<file path="config.mk">
export PLATFORM = sky130hd
export DESIGN_NAME = pedestrian_traffic_light_sequencer
export DESIGN_NICKNAME = d
export VERILOG_FILES = /design/src/hdl/ptl_pkg.sv /design/src/hdl/pedestrian_traffic_light_sequencer.sv
export SDC_FILE = /design/constraint.sdc
export NUM_CORES = 1
export LEC_CHECK = 0
export ABC_AREA = 1
export BUFFER_PORTS_ARGS = -buffer_cell sky130_fd_sc_hd__buf_2
export CORE_MARGIN = 8
export CORE_UTILIZATION = 30
export CTS_CLUSTER_SIZE = 16
export DETAILED_ROUTE_END_ITERATION = 10
export PLACE_DENSITY = 0.51
export SLEW_MARGIN = 5
export SYNTH_ARGS = -nofsm -noshare
export SYNTH_HDL_FRONTEND = slang
export SYNTH_SLANG_ARGS = --single-unit
</file>
<file path="constraint.sdc">
create_clock -name aclk -period 6.6 [get_ports aclk]
set_input_delay 0.99 -clock aclk [delete_from_list [all_inputs] [get_ports aclk]]
set_output_delay 0.99 -clock aclk [all_outputs]
set_load 0.02 [all_outputs]
</file>
<file path="src/hdl/ptl_pkg.sv">
// ----------------------------------------------------------------------------
// Pedestrian traffic light package
// Phase codes, configuration register indexes, widths and reset durations
// shared by the sequencer.
// ----------------------------------------------------------------------------
package ptl_pkg;

    // Width of one duration register and of the phase tick counter.
    localparam int DUR_W   = 10;
    // Width of the configuration register index.
    localparam int CFG_A_W = 3;
    // Number of duration registers.
    localparam int NUM_DUR = 6;

    // Phase of the sequence; the encoding is the phase code on the output.
    typedef enum logic [2:0] {
        PH_TEST     = 3'd0,
        PH_RED_WAIT = 3'd1,
        PH_RED_HOLD = 3'd2,
        PH_GREEN    = 3'd3,
        PH_SLOW     = 3'd4,
        PH_FAST     = 3'd5,
        PH_YELLOW   = 3'd6,
        PH_HALT     = 3'd7
    } phase_t;

    // Configuration register indexes.
    typedef enum logic [CFG_A_W-1:0] {
        REG_LAMP_TEST  = 3'd0,
        REG_RED_HOLD   = 3'd1,
        REG_GREEN      = 3'd2,
        REG_SLOW_BLINK = 3'd3,
        REG_FAST_BLINK = 3'd4,
        REG_YELLOW     = 3'd5
    } cfg_reg_t;

    // Durations after reset, in ticks.
    localparam logic [DUR_W-1:0] LAMP_TEST_RST  = 10'd4;
    localparam logic [DUR_W-1:0] RED_HOLD_RST   = 10'd8;
    localparam logic [DUR_W-1:0] GREEN_RST      = 10'd20;
    localparam logic [DUR_W-1:0] SLOW_BLINK_RST = 10'd20;
    localparam logic [DUR_W-1:0] FAST_BLINK_RST = 10'd20;
    localparam logic [DUR_W-1:0] YELLOW_RST     = 10'd8;

endpackage

</file>
<file path="src/hdl/pedestrian_traffic_light_sequencer.sv">
// ----------------------------------------------------------------------------
// Pedestrian traffic light sequencer
// Steps a crossing light through lamp test, red wait, red hold, green, slow
// and fast green blink, and yellow, one tick word at a time, with a stop
// request that parks the light dark until reset.
// ----------------------------------------------------------------------------
//
//  Channel   Ports                                    Handshake
//  -------   --------------------------------------   -------------------
//  tick in   s_button_level, s_stop_request           s_valid / s_ready
//  result    m_red_lamp, m_yellow_lamp, m_green_lamp,  m_valid / m_ready
//            m_buzzer_enable, m_phase_code
//  config    cfg_addr, cfg_wdata                      cfg_wr_en (no wait)
//
//  Each tick word is handled on acceptance: the phase and tick counters update
//  and the result word lands in the output register, so one word per cycle is
//  sustained while m_ready is high.
//  A new word is taken whenever the output register is empty or being read.
//  Reset restores the phase to lamp test and all durations to their defaults.
//
module pedestrian_traffic_light_sequencer #(
    parameter int TICKS_PER_SECOND = 4
) (
    input  logic                         aclk,
    input  logic                         aresetn,
    // Tick input channel
    input  logic                         s_valid,
    output logic                         s_ready,
    input  logic                         s_button_level,
    input  logic                         s_stop_request,
    // Result channel
    output logic                         m_valid,
    input  logic                         m_ready,
    output logic                         m_red_lamp,
    output logic                         m_yellow_lamp,
    output logic                         m_green_lamp,
    output logic                         m_buzzer_enable,
    output logic [2:0]                   m_phase_code,
    // Configuration write port
    input  logic                         cfg_wr_en,
    input  logic [ptl_pkg::CFG_A_W-1:0]  cfg_addr,
    input  logic [ptl_pkg::DUR_W-1:0]    cfg_wdata
);

    import ptl_pkg::*;

    // Blink periods in ticks and the widths of their position counters.
    localparam int SLOW_PERIOD = TICKS_PER_SECOND;
    localparam int FAST_PERIOD = TICKS_PER_SECOND / 2;
    localparam int SLOW_W      = $clog2(SLOW_PERIOD);
    localparam int FAST_W      = (FAST_PERIOD > 2) ? $clog2(FAST_PERIOD) : 1;
    localparam logic [SLOW_W-1:0] SLOW_LAST = SLOW_W'(SLOW_PERIOD - 1);
    localparam logic [SLOW_W-1:0] SLOW_HALF = SLOW_W'(SLOW_PERIOD / 2);
    localparam logic [FAST_W-1:0] FAST_LAST = FAST_W'(FAST_PERIOD - 1);
    localparam logic [FAST_W-1:0] FAST_HALF = FAST_W'(FAST_PERIOD / 2);

    // Duration registers.
    logic [DUR_W-1:0]  lamp_test_reg;
    logic [DUR_W-1:0]  red_hold_reg;
    logic [DUR_W-1:0]  green_reg;
    logic [DUR_W-1:0]  slow_blink_reg;
    logic [DUR_W-1:0]  fast_blink_reg;
    logic [DUR_W-1:0]  yellow_reg;

    // Sequencer state. The blink counters track the tick counter modulo
    // each blink period.
    phase_t            phase_reg, phase_next;
    logic [DUR_W-1:0]  elapsed_reg, elapsed_next;
    logic [SLOW_W-1:0] slow_cnt_reg, slow_cnt_next;
    logic [FAST_W-1:0] fast_cnt_reg, fast_cnt_next;

    // Output register.
    logic              m_valid_reg;
    logic              red_reg, yellow_reg_out, green_lamp_reg, buzz_reg;
    logic [2:0]        code_reg;

    // Combinational result of the current tick.
    phase_t            shown;
    logic              red_c, yellow_c, green_c, buzz_c;
    logic [DUR_W-1:0]  duration;
    logic [DUR_W:0]    elapsed_inc;
    logic              s_fire;

    assign s_ready = !m_valid_reg || m_ready;
    assign s_fire  = s_valid && s_ready;

    // Configuration writes; indexes past the last register are ignored.
    always_ff @(posedge aclk) begin
        if (!aresetn) begin
            lamp_test_reg  <= LAMP_TEST_RST;
            red_hold_reg   <= RED_HOLD_RST;
            green_reg      <= GREEN_RST;
            slow_blink_reg <= SLOW_BLINK_RST;
            fast_blink_reg <= FAST_BLINK_RST;
            yellow_reg     <= YELLOW_RST;
        end else if (cfg_wr_en) begin
            unique case (cfg_addr)
                REG_LAMP_TEST:  lamp_test_reg  <= cfg_wdata;
                REG_RED_HOLD:   red_hold_reg   <= cfg_wdata;
                REG_GREEN:      green_reg      <= cfg_wdata;
                REG_SLOW_BLINK: slow_blink_reg <= cfg_wdata;
                REG_FAST_BLINK: fast_blink_reg <= cfg_wdata;
                REG_YELLOW:     yellow_reg     <= cfg_wdata;
                default: ;
            endcase
        end
    end

    // The phase in force for this tick; a stop request overrides it at once.
    assign shown = s_stop_request ? PH_HALT : phase_reg;

    // Duration of the current timed phase. A zero duration ends the phase
    // after one tick, the same as one, because elapsed plus one is never zero.
    always_comb begin
        unique case (shown)
            PH_TEST:     duration = lamp_test_reg;
            PH_RED_HOLD: duration = red_hold_reg;
            PH_GREEN:    duration = green_reg;
            PH_SLOW:     duration = slow_blink_reg;
            PH_FAST:     duration = fast_blink_reg;
            default:     duration = yellow_reg;
        endcase
    end

    assign elapsed_inc = {1'b0, elapsed_reg} + (DUR_W+1)'(1);

    // Next phase and tick counters.
    always_comb begin
        phase_next    = shown;
        elapsed_next  = '0;
        slow_cnt_next = '0;
        fast_cnt_next = '0;
        unique case (shown)
            PH_RED_WAIT: begin
                if (s_button_level) begin
                    phase_next = PH_RED_HOLD;
                end
            end
            PH_HALT: ;
            default: begin
                if (elapsed_inc >= {1'b0, duration}) begin
                    phase_next = (shown == PH_YELLOW) ? PH_RED_WAIT
                                                      : phase_t'(shown + 3'd1);
                end else begin
                    elapsed_next  = elapsed_inc[DUR_W-1:0];
                    slow_cnt_next = (slow_cnt_reg == SLOW_LAST) ? '0
                                  : slow_cnt_reg + SLOW_W'(1);
                    fast_cnt_next = (fast_cnt_reg == FAST_LAST) ? '0
                                  : fast_cnt_reg + FAST_W'(1);
                end
            end
        endcase
    end

    // Lamp and buzzer drive for the phase shown this tick.
    always_comb begin
        red_c    = 1'b0;
        yellow_c = 1'b0;
        green_c  = 1'b0;
        buzz_c   = 1'b0;
        unique case (shown)
            PH_TEST: begin
                red_c    = 1'b1;
                yellow_c = 1'b1;
                green_c  = 1'b1;
                buzz_c   = 1'b1;
            end
            PH_RED_WAIT, PH_RED_HOLD: begin
                red_c = 1'b1;
            end
            PH_GREEN: begin
                green_c = 1'b1;
            end
            PH_SLOW: begin
                green_c = slow_cnt_reg < SLOW_HALF;
                buzz_c  = slow_cnt_reg < SLOW_HALF;
            end
            PH_FAST: begin
                green_c = fast_cnt_reg < FAST_HALF;
                buzz_c  = fast_cnt_reg < FAST_HALF;
            end
            PH_YELLOW: begin
                yellow_c = 1'b1;
                buzz_c   = 1'b1;
            end
            default: ;
        endcase
    end

    // State registers advance once per accepted tick word.
    always_ff @(posedge aclk) begin
        if (!aresetn) begin
            phase_reg    <= PH_TEST;
            elapsed_reg  <= '0;
            slow_cnt_reg <= '0;
            fast_cnt_reg <= '0;
        end else if (s_fire) begin
            phase_reg    <= phase_next;
            elapsed_reg  <= elapsed_next;
            slow_cnt_reg <= slow_cnt_next;
            fast_cnt_reg <= fast_cnt_next;
        end
    end

    // Output valid flag.
    always_ff @(posedge aclk) begin
        if (!aresetn) begin
            m_valid_reg <= 1'b0;
        end else if (s_fire) begin
            m_valid_reg <= 1'b1;
        end else if (m_ready) begin
            m_valid_reg <= 1'b0;
        end
    end

    // Output payload, loaded with each accepted word.
    always_ff @(posedge aclk) begin
        if (s_fire) begin
            red_reg        <= red_c;
            yellow_reg_out <= yellow_c;
            green_lamp_reg <= green_c;
            buzz_reg       <= buzz_c;
            code_reg       <= 3'(shown);
        end
    end

    assign m_valid         = m_valid_reg;
    assign m_red_lamp      = red_reg;
    assign m_yellow_lamp   = yellow_reg_out;
    assign m_green_lamp    = green_lamp_reg;
    assign m_buzzer_enable = buzz_reg;
    assign m_phase_code    = code_reg;

    // Once halted, the sequencer stays halted until reset.
    a_halt_sticky: assert property (@(posedge aclk) disable iff (!aresetn)
        phase_reg == PH_HALT |=> phase_reg == PH_HALT)
        else $error("halted phase was left without reset");

    // An accepted stop request halts the sequencer.
    a_stop_halts: assert property (@(posedge aclk) disable iff (!aresetn)
        s_fire && s_stop_request |=> phase_reg == PH_HALT)
        else $error("stop request did not halt the sequencer");

    // Red wait never accumulates ticks.
    a_wait_zero: assert property (@(posedge aclk) disable iff (!aresetn)
        phase_reg == PH_RED_WAIT |-> elapsed_reg == '0)
        else $error("tick counter running during red wait");

    // A halted result word drives every lamp and the buzzer off.
    a_halt_dark: assert property (@(posedge aclk) disable iff (!aresetn)
        m_valid && m_phase_code == 3'(PH_HALT) |->
            !m_red_lamp && !m_yellow_lamp && !m_green_lamp && !m_buzzer_enable)
        else $error("lamps lit in halted result word");

endmodule
</file>
Word level (Yosys, flattened, before mapping)
Cells that the tools add are included.

Equality and inequality tests: 13. Magnitude comparators: 3. Reductions and logical operators: 16. Multiplexer cells: 20. Add/sub/neg operators: 4.

Operators by type and width (count): one-hot mux 10 bit (5 select lines) (1); two-way mux 10 bit (2); equality test 3 bit, second input constant (6); equality test 3 x 2 -> 1 bit, second input constant (4); two-way mux 3 bit (4); AND reduction 2 bit (6); adder 10 x 1 -> 11 bit, second input constant (1); greater-or-equal comparator 11 x 10 -> 1 bit (1); two-way mux 1 bit (7); equality test 3 x 1 -> 1 bit, second input constant (2); logical NOT 3 bit (2); two-way mux 2 bit (3); one-hot mux 1 bit (3 select lines) (2); one-hot mux 3 bit (2 select lines) (1); OR reduction 2 bit (3); adder 3 x 1 -> 3 bit, second input constant (1); OR reduction 3 bit (1); adder 2 x 1 -> 2 bit, second input constant (1); equality test 2 bit, second input constant (1); < comparator 2 bit, second input constant (1); nonzero test 2 bit (1); adder 1 bit, second input constant (1); logical AND 1 bit (1); logical NOT 1 bit (1); 2 further kinds (2).

Input bits: 20. Register bits: 84. Output and inout bits: 9.

Depth between registers and ports, before layout
Gate-level depths: netlist of the first run.

Depth in word-level cells: 6. Mapped depth: 23.

Worst setup path after synthesis of the first run
Ideal clock, no wire load.

Path type: input port to flip-flop. Start: input port s_stop_request. End: register elapsed_reg[9]. Path slack: 3.262 ns. Buffers on the path: 2. Data arrival time: 3.272 ns. Cell stages on the path: 18. Path through: nor2_2 nor2_2 ha_1 inv_1 nand2_1 nor2_1 inv_2 buf_6 o22ai_1 ha_1 a21oi_1 nand2_1 nor2_1 nand2_2 nor2_4 buf_12 nand2_4 a21oi_2.

Word-level cells in the longest chain between the ends: 6. Elaborated cells between the ends (all ways): 13. Classes of those cells: order compare (1); eq/ne (6); mux (4); reduce/logical (2).

Ends and longest elaborated chain: start: declaration (RTL line pedestrian_traffic_light_sequencer.sv:30) `input logic s_stop_request,`; two-way mux 3 bit * (RTL line pedestrian_traffic_light_sequencer.sv:110) `assign shown = s_stop_request ? PH_HALT : phase_reg;`; equality test 3 bit (tied with other cells) (RTL line pedestrian_traffic_light_sequencer.sv:115) `unique case (shown)`; one-hot mux 10 bit (5 select lines) (RTL line pedestrian_traffic_light_sequencer.sv:115); greater-or-equal comparator 11 x 10 -> 1 bit (RTL line pedestrian_traffic_light_sequencer.sv:141) `if (elapsed_inc >= {1'b0, duration}) begin`; two-way mux 10 bit (RTL line pedestrian_traffic_light_sequencer.sv:141); two-way mux 10 bit * (RTL line pedestrian_traffic_light_sequencer.sv:133) `unique case (shown)`; end signal: assignment (RTL line pedestrian_traffic_light_sequencer.sv:199) `elapsed_reg <= elapsed_next;`; end: declaration (RTL line pedestrian_traffic_light_sequencer.sv:68) `logic [DUR_W-1:0] elapsed_reg, elapsed_next;`.

Every way passes the cells marked *; elsewhere a longest branch is shown, timed or not. A chain may end at the register's enable or synchronous reset.

Worst setup path in the final report of the first run
Start: input port s_stop_request. End: register elapsed_reg[7].

The elaborated chain is that of the path after synthesis.

==> results of run 1 <==
worst max-delay path, stage by stage:
cell     delay, ns
buf_2         0.16
nor2_4        0.06
nor2_2        0.26
ha_1          0.51
inv_1         0.11
nand2_1       0.09
nor2_1        0.06
inv_2         0.24
o21ai_0       0.15
o22ai_1       0.15
ha_1          0.28
a21oi_1       0.17
nand2_1       0.07
nor2_1        0.26
nand2_2       0.14
nor2_4        0.54
nand2_1       0.10
a21oi_1       0.15
synth_stat cells:
library cell / number
nand3_1: 32
bufinv_8: 1
buf_6: 2
nand2_4: 13
ha_1: 15
nor3_2: 1
nor3_1: 2
nor2_4: 2
edfxtp_1: 7
inv_6: 1
clkbuf_4: 1
nand4_1: 4
inv_2: 8
nand2_2: 3
clkbuf_1: 14
xor2_1: 6
clkbuf_8: 1
and3_1: 1
nor2_2: 5
inv_1: 34
a31oi_1: 2
dfxtp_1: 77
o22ai_1: 10
clkinv_1: 4
a21oi_2: 10
nor2_1: 115
xnor2_1: 2
inv_4: 1
o21ai_0: 62
nand2_1: 118
a21oi_1: 15
o21ai_1: 1
buf_12: 1
area by class of cell:
cell class	instances	area, sq um
well taps	180	225
inverters	49	205
repair buffers	32	170
multi-input cells	419	2120
clock buffers	12	256
flip-flops and latches	84	1750
fillers	1494	9020
clock inverters	4	31.3
cells by family after synthesis:
kind of cell	synth area share, %
buf+inv	7.68
simple gates	31.2
xor+xnor	1.67
flops	41.8
fa+ha+maj	4.48
compound gates	13.2
per-stage QoR:
step	instances	hold slack, ns	power [W]
after floorplan	571	0.425	0.000700
after global placement	764	0.439	0.000743
after detailed placement	764	0.442	0.000747
after CTS	780	0.450	0.00124
after global routing	780	0.472	0.00129
final	780	0.451	0.00123
power breakdown:
group / total (W) / internal, W / switching, W
Combinational: 0.000183 / 0.0000598 / 0.000123
Sequential: 0.000551 / 0.000538 / 0.0000133
Clock: 0.000492 / 0.000278 / 0.000214
Total: 0.00123 / 0.000875 / 0.000351
layer usage:
metal	GRT usage [%]	routed length (um)	share of wire (%)
met1	15.6	5130	46
met4	3.93	132	1.2
met3	4.15	585	5.3
met5	0	0	0
met2	21.6	5250	47
path summary, 6_finish.rpt:
| path | end | depth (start not counted) | startpoint | slack, ns |
|---|---|---|---|---|
| max | elapsed_reg[7] | 18 | s_stop_request | 2.39 |
| min | slow_blink_reg[9] | 2 | slow_blink_reg[9] | 0.45 |
| max reg2reg | elapsed_reg[7] | 17 | phase_reg[0] | 2.73 |
| min reg2reg | slow_blink_reg[9] | 2 | slow_blink_reg[9] | 0.45 |
==> out/summary.txt, run 1 <==
Worst skew pair latency = 0.35 ns
Setup Fix Bufs, Post-CTS = 0
Peak VDD IR = 0.135 mV
CTS H-tree depth = 3
Max-slew headroom = 37.3%
RSZ-0062 raised after global routing = false
Mapped Cells = 571
Worst min path class = reg -> reg
Initial Utilization = 30.4%
Syn_area_per_cell = 7.34 sq um
Die Wd = 134 um
Share of layout cells above drive strength 1 = 15.3%
Clk pin slew, worst setup/hold paths = 0.06 ns
Yosys cell types = 33
DR pass1 iterations = 6
Gr usage total = 13.0%
Hold-fix buffers, CTS = 0
I/O Buffers = 28
Nets = 630
Total gr overflow = 0
Initial antenna violation count = 0
Max Fclk = 237 MHz
Number of hold-slack violations in the final timing report = 0
Post-synth top area cell = dfxtp_1
Vias in the first global route = 3515
CP Data Required Time = 6.87 ns
Most common cell after layout, fill and taps aside = nand2_1
Die Ht = 134 um
Drt initial violations = 324
Routed len/inst = 14.2 um
Root Driver = clkbuf_16
DRT antenna net count = 0
DRC = 0
Detailed Place HPWL = 7750 um
Post-synthesis sequential area ratio = 41.8%
# rows = 43
Synth warnings = 0
Crit-path max FO = 19
Status = finished clean
Clock Sinks = 84
TritonCTS clock tree = done
Ratio of total power to cell area = 258 nW/um^2
Placed Area = 4470 sq um
Via Count = 3663
Mapped cell area = 4190 sq um
CTS max path bufs = 2
Util after Layout = 34.5%
Num CTS Buffers = 9
Final period util = 63.8%
IO Count = 29
Design area = 4760 sq um
Final TNS setup = 0 ns
Worst Tran Pin Value = 0.936 ns
First-pass GRT wire length = 18300 um
Share of Yosys cell area claimed by the top area cell type = 36.8%
Critical path class = in -> reg
#FFs+latches synth = 84
Max Cap Viol = 0
Static Leak = 2.20 nW
Synthesis-to-layout area growth = 13.5%
Setup violators final = 0
Most frequent cells in the layout = 118 x nand2_1, 115 x nor2_1, 77 x dfxtp_1, 62 x o21ai_0, 34 x inv_1
Max-slew violations = 0
Dpl ws = 2.05 ns
Synth top area cells = dfxtp_1 37%, nand2_1 11%, nor2_1 10%, o21ai_0 7.4%, edfxtp_1 5.0%
CP Data Arrival Time = 4.48 ns
Via density = 4.70
# diodes = 0
Core Footprint = 13800 sq um
Largest net degree at the start of global routing = 68
Syn nets = 606
Setup Skew = 0.00837 ns
Final min period = 4.21 ns
PostCTS Resize Cnt = 0
Crit. End Element = flip-flop
Gpl congestion = 0.830
Die ar. = 18000 sq um
Routed WL = 11100 um
CP Launch Type = input port
Final WS setup = 2.39 ns
(Power assumes the default switching activity.)
==> inputs of run 2 (changes only) <==
PLACE_DENSITY = 0.53   (was 0.51)
clock period = 3.6 ns   (was 6.6 ns; I/O delays follow)
==> out/summary.txt, run 2 (synthesis results as in run 1) <==
Max Cap Viol = 0
CP Launch Type = flip-flop
Hold slack final = 0.448 ns
Worst skew pair latency = 0.35 ns
Synthesis-to-layout area growth = 14.6%
Via Count = 3753
CP Data Arrival Time = 3.47 ns
Via density = 4.78
DR pass1 iterations = 6
# rows = 43
Routed len/inst = 14.2 um
Seq pwr share = 45.2%
Status = finished clean
Total gr overflow = 0
Routed WL = 11200 um
CP Data Required Time = 3.86 ns
Peak VDD IR = 0.308 mV
Sw Ratio = 29.1%
Crit-path max FO = 19
Nets = 636
Reg2Reg Setup Slack = 0.40 ns
RSZ-0062 raised after global routing = false
DRT antenna net count = 0
Final TNS setup = 0 ns
Largest net degree at the start of global routing = 53
Number of hold-slack violations in the final timing report = 0
Die Ht = 134 um
Hold-fix buffers, CTS = 0
Detailed Place HPWL = 7880 um
Worst min path class = reg -> reg
Clk pin slew, worst setup/hold paths = 0.06 ns
Core Footprint = 13800 sq um
I/O Buffers = 28
Combinational Power Share = 15.5%
Critical path class = reg -> reg
Clock Sinks = 84
Setup violators final = 0
Num CTS Buffers = 9
IO Count = 29
CTS H-tree depth = 3
Drt initial violations = 270
Initial Utilization = 30.4%
Ratio of total power to cell area = 466 nW/um^2
Share of layout cells above drive strength 1 = 16.2%
Final min period = 3.20 ns
Die Wd = 134 um
Crit. End Element = flip-flop
Most common cell after layout, fill and taps aside = nand2_1
Max-slew violations = 0
Pint = 0.00159 W
Worst Tran Pin Value = 0.830 ns
CTS max path bufs = 2
Clk network pwr share = 39.4%
# diodes = 0
Initial antenna violation count = 0
P_sw = 0.000651 W
Fill count = 1515
Vias in the first global route = 3711
Root Driver = clkbuf_16
TritonCTS clock tree = done
Setup Fix Bufs, Post-CTS = 0
DRC = 0
Max-slew headroom = 44.7%
Max Fclk = 312 MHz
Util after Layout = 34.9%
Setup Skew = 0.0104 ns
Gr usage total = 12.8%
Static Leak = 2.23 nW
Final period util = 89.0%
Die ar. = 18000 sq um
First-pass GRT wire length = 18400 um
Gpl congestion = 0.853
Most frequent cells in the layout = 118 x nand2_1, 115 x nor2_1, 77 x dfxtp_1, 62 x o21ai_0, 34 x inv_1
PostCTS Resize Cnt = 0
[run 2: path summary, 6_finish.rpt]
path / start / endpoint / depth (start not counted)
worst max-delay path: phase_reg[0] / elapsed_reg[7] / 18
worst min-delay path: lamp_test_reg[0] / lamp_test_reg[0] / 2
worst min register to register: lamp_test_reg[0] / lamp_test_reg[0] / 2
worst max register to register: phase_reg[0] / elapsed_reg[7] / 18
[run 2: area by class of cell]
type                            instances  area [sq um]  area share [%]
Clock buffer                           10           239            4.98
Clock inverter                          5          36.3           0.756
Inverter                               49           205            4.27
Multi-Input combinational cell        419          2120            44.1
Sequential cell                        84          1750            36.5
Tap cell                              180           225            4.69
Timing Repair Buffer                   38           228            4.74
[run 2: metal layers]
layer  global-route usage [%]  share of wire [%]
met5                        0                  0
met4                     4.12                1.2
met3                     4.08                4.9
met2                     20.8                 46
met1                     15.7                 48
[run 2: worst max-delay path: stages, from the launching register on]
cell,delay (ns)
dfxtp_1,0.42
nor2_4,0.07
nor2_2,0.27
ha_1,0.25
inv_1,0.07
nand2_1,0.06
nor2_1,0.06
inv_2,0.24
o21ai_0,0.15
o22ai_1,0.23
ha_1,0.31
a21oi_1,0.16
nand2_1,0.06
nor2_1,0.17
nand2_2,0.12
nor2_4,0.11
buf_12,0.18
nand2_1,0.06
a21oi_1,0.12
[run 2: power by group through the flow]
stage                     logic (W)  registers (W)  clock network [W]
after floorplan            0.000248        0.00103                  0
after global routing       0.000394        0.00102           0.000937
after global placement     0.000339        0.00103                  0
final                      0.000346        0.00101           0.000881
after CTS                  0.000347        0.00101           0.000906
after detailed placement   0.000346        0.00103                  0
[run 2: metrics by stage]
step | cell area, sq um | setup slack (ns) | instances | power [W]
floorplan | 4190 | 0.712 | 571 | 0.00128
finish | 4800 | 0.397 | 785 | 0.00224
CTS | 4800 | 0.426 | 785 | 0.00226
global placement | 4530 | 0.319 | 770 | 0.00137
global route | 4800 | 0.0801 | 785 | 0.00235
detailed placement | 4530 | 0.197 | 770 | 0.00138
==> inputs of run 3 (changes only) <==
ABC_AREA = 0   (was 1)
==> out/summary.txt, run 3 <==
Most common cell after layout, fill and taps aside = nand2_1
Clk pin slew, worst setup/hold paths = 0.06 ns
#FFs+latches synth = 84
TritonCTS clock tree = done
Via Count = 3624
Gpl congestion = 0.787
Yosys cell types = 46
Dpl ws = -0.0196 ns
Util after Layout = 35.5%
Design area = 4880 sq um
Die Wd = 134 um
Crit. End Element = flip-flop
Top Metal Used = met4
Final period util = 90.7%
CP Data Arrival Time = 3.47 ns
Most frequent cells in the layout = 145 x nand2_1, 77 x dfxtp_1, 53 x a21boi_0, 28 x buf_2, 20 x buf_4
Synth top area cells = dfxtp_1 37%, nand2_1 13%, a21boi_0 9.5%, edfxtp_1 5.0%, ha_1 4.5%
Worst Tran Pin Value = 0.803 ns
Critical path class = reg -> reg
Routed WL = 11200 um
Initial Utilization = 30.4%
Setup Skew = 0.00781 ns
Syn_area_per_cell = 8.43 sq um
Most common cell in the netlist = nand2_1
Final min period = 3.27 ns
Number of enable flip-flop cells after synthesis = 7
PostCTS Resize Cnt = 0
DRT antenna net count = 0
Share of layout cells above drive strength 1 = 15.3%
Share of Yosys cell area claimed by the top area cell type = 36.9%
Main synth FF type = dfxtp_1
IO Count = 29
Crit-path max FO = 10
Syn nets = 531
Share of flip-flops with an asynchronous set or reset = 0%
Post-synthesis sequential area ratio = 41.9%
Die ar. = 18000 sq um
Max Cap Viol = 0
Vias in the first global route = 3543
Nets = 560
Max-slew violations = 0
DRC = 0
CP Data Required Time = 3.81 ns
Placed Area = 4570 sq um
Synth top cells by count = 145 x nand2_1, 77 x dfxtp_1, 53 x a21boi_0
Post-synth top area cell = dfxtp_1
# rows = 43
DR pass1 iterations = 5
Clock Sinks = 84
CTS max path bufs = 2
Peak VDD IR = 0.181 mV
Max Fclk = 306 MHz
Routed wl met2 = 5120 um
Die Ht = 134 um
Total gr overflow = 0
Mapped Cells = 496
Core Footprint = 13800 sq um
Setup violators final = 0
Worst min path class = reg -> reg
CTS H-tree depth = 3
Mapped cell area = 4180 sq um
Via density = 5.10
Setup Fix Bufs, Post-CTS = 0
Synthesis-to-layout area growth = 16.8%
Root Driver = clkbuf_16
Gr usage total = 12.7%
I/O Buffers = 28
Detailed Place HPWL = 8010 um
Initial antenna violation count = 0
Max-slew headroom = 46.2%
First-pass GRT wire length = 18300 um
Num CTS Buffers = 9
Status = finished clean
Largest net degree at the start of global routing = 69
WL met3 = 590 um
Static Leak = 1.85 nW
Worst skew pair latency = 0.34 ns
CP Launch Type = flip-flop
RSZ-0062 raised after global routing = false
Routed len/inst = 15.8 um
Drt initial violations = 284
Ratio of total power to cell area = 457 nW/um^2
Final WS setup = 0.333 ns
Synth warnings = 0
Hold-fix buffers, CTS = 0
# diodes = 0
Number of hold-slack violations in the final timing report = 0
M1 WL = 5300 um
[run 3: power by group]
group / switching (W) / leakage, nW / total [W] / internal (W)
clock network: 0.000383 / 0.151 / 0.000982 / 0.000598
registers: 0.0000146 / 0.692 / 0.000987 / 0.000973
logic: 0.000165 / 1.01 / 0.000263 / 0.0000981
total: 0.000563 / 1.85 / 0.00223 / 0.00167
[run 3: logic make-up after synthesis]
kind of cell | after synthesis | share of synthesized area, %
adder cells (fa/ha/maj) | 15 | 4.49
AND/OR/NAND/NOR | 208 | 21.7
AO/OA/AOI/OAI | 140 | 25.6
XOR/XNOR | 8 | 1.68
multiplexers | 4 | 0.958
buffers and inverters | 37 | 3.65
flip-flops | 84 | 41.9
[run 3: path summary, 6_finish.rpt]
check	to	depth (start not counted)	startpoint	slack (ns)
setup / recovery	phase_reg[0]	13	phase_reg[2]	0.33
hold / removal	fast_blink_reg[0]	2	fast_blink_reg[0]	0.46
setup reg to reg	phase_reg[0]	13	phase_reg[2]	0.33
hold reg to reg	fast_blink_reg[0]	2	fast_blink_reg[0]	0.46
[run 3: through the flow]
step	power, W	hold WS [ns]	TNS, ns	instances
after floorplan	0.00117	0.435	0	496
after global placement	0.00127	0.448	0	694
after detailed placement	0.00127	0.453	-0.0313	694
after CTS	0.00225	0.464	0	710
after global routing	0.00231	0.487	0	710
final	0.00223	0.463	0	710
[run 3: area by class of cell]
class | count | area, sq um
clock buffers | 13 | 272
clock inverters | 3 | 42.5
fillers | 1443 | 8890
inverters | 7 | 26.3
multi-input cells | 375 | 2280
flip-flops and latches | 84 | 1750
well taps | 180 | 225
repair buffers | 48 | 290
[run 3: routing by layer]
| metal | global-route usage [%] | vias to the layer above |
|---|---|---|
| li1 | - | 1819 |
| met5 | 0 | - |
| met3 | 3.22 | 20 |
| met4 | 4.12 | 0 |
| met1 | 16.1 | 1705 |
| met2 | 20.6 | 80 |
[run 3: critical path: stages, from the launching register on]
cell	delay (ns)
dfxtp_1	0.31
or2_2	0.30
inv_1	0.06
ha_1	0.19
o21bai_1	0.30
buf_4	0.27
o2111ai_1	0.11
o21ai_0	0.14
ha_1	0.30
a21o_1	0.16
a21o_1	0.18
a31oi_2	0.18
o21a_1	0.43
o211ai_1	0.17
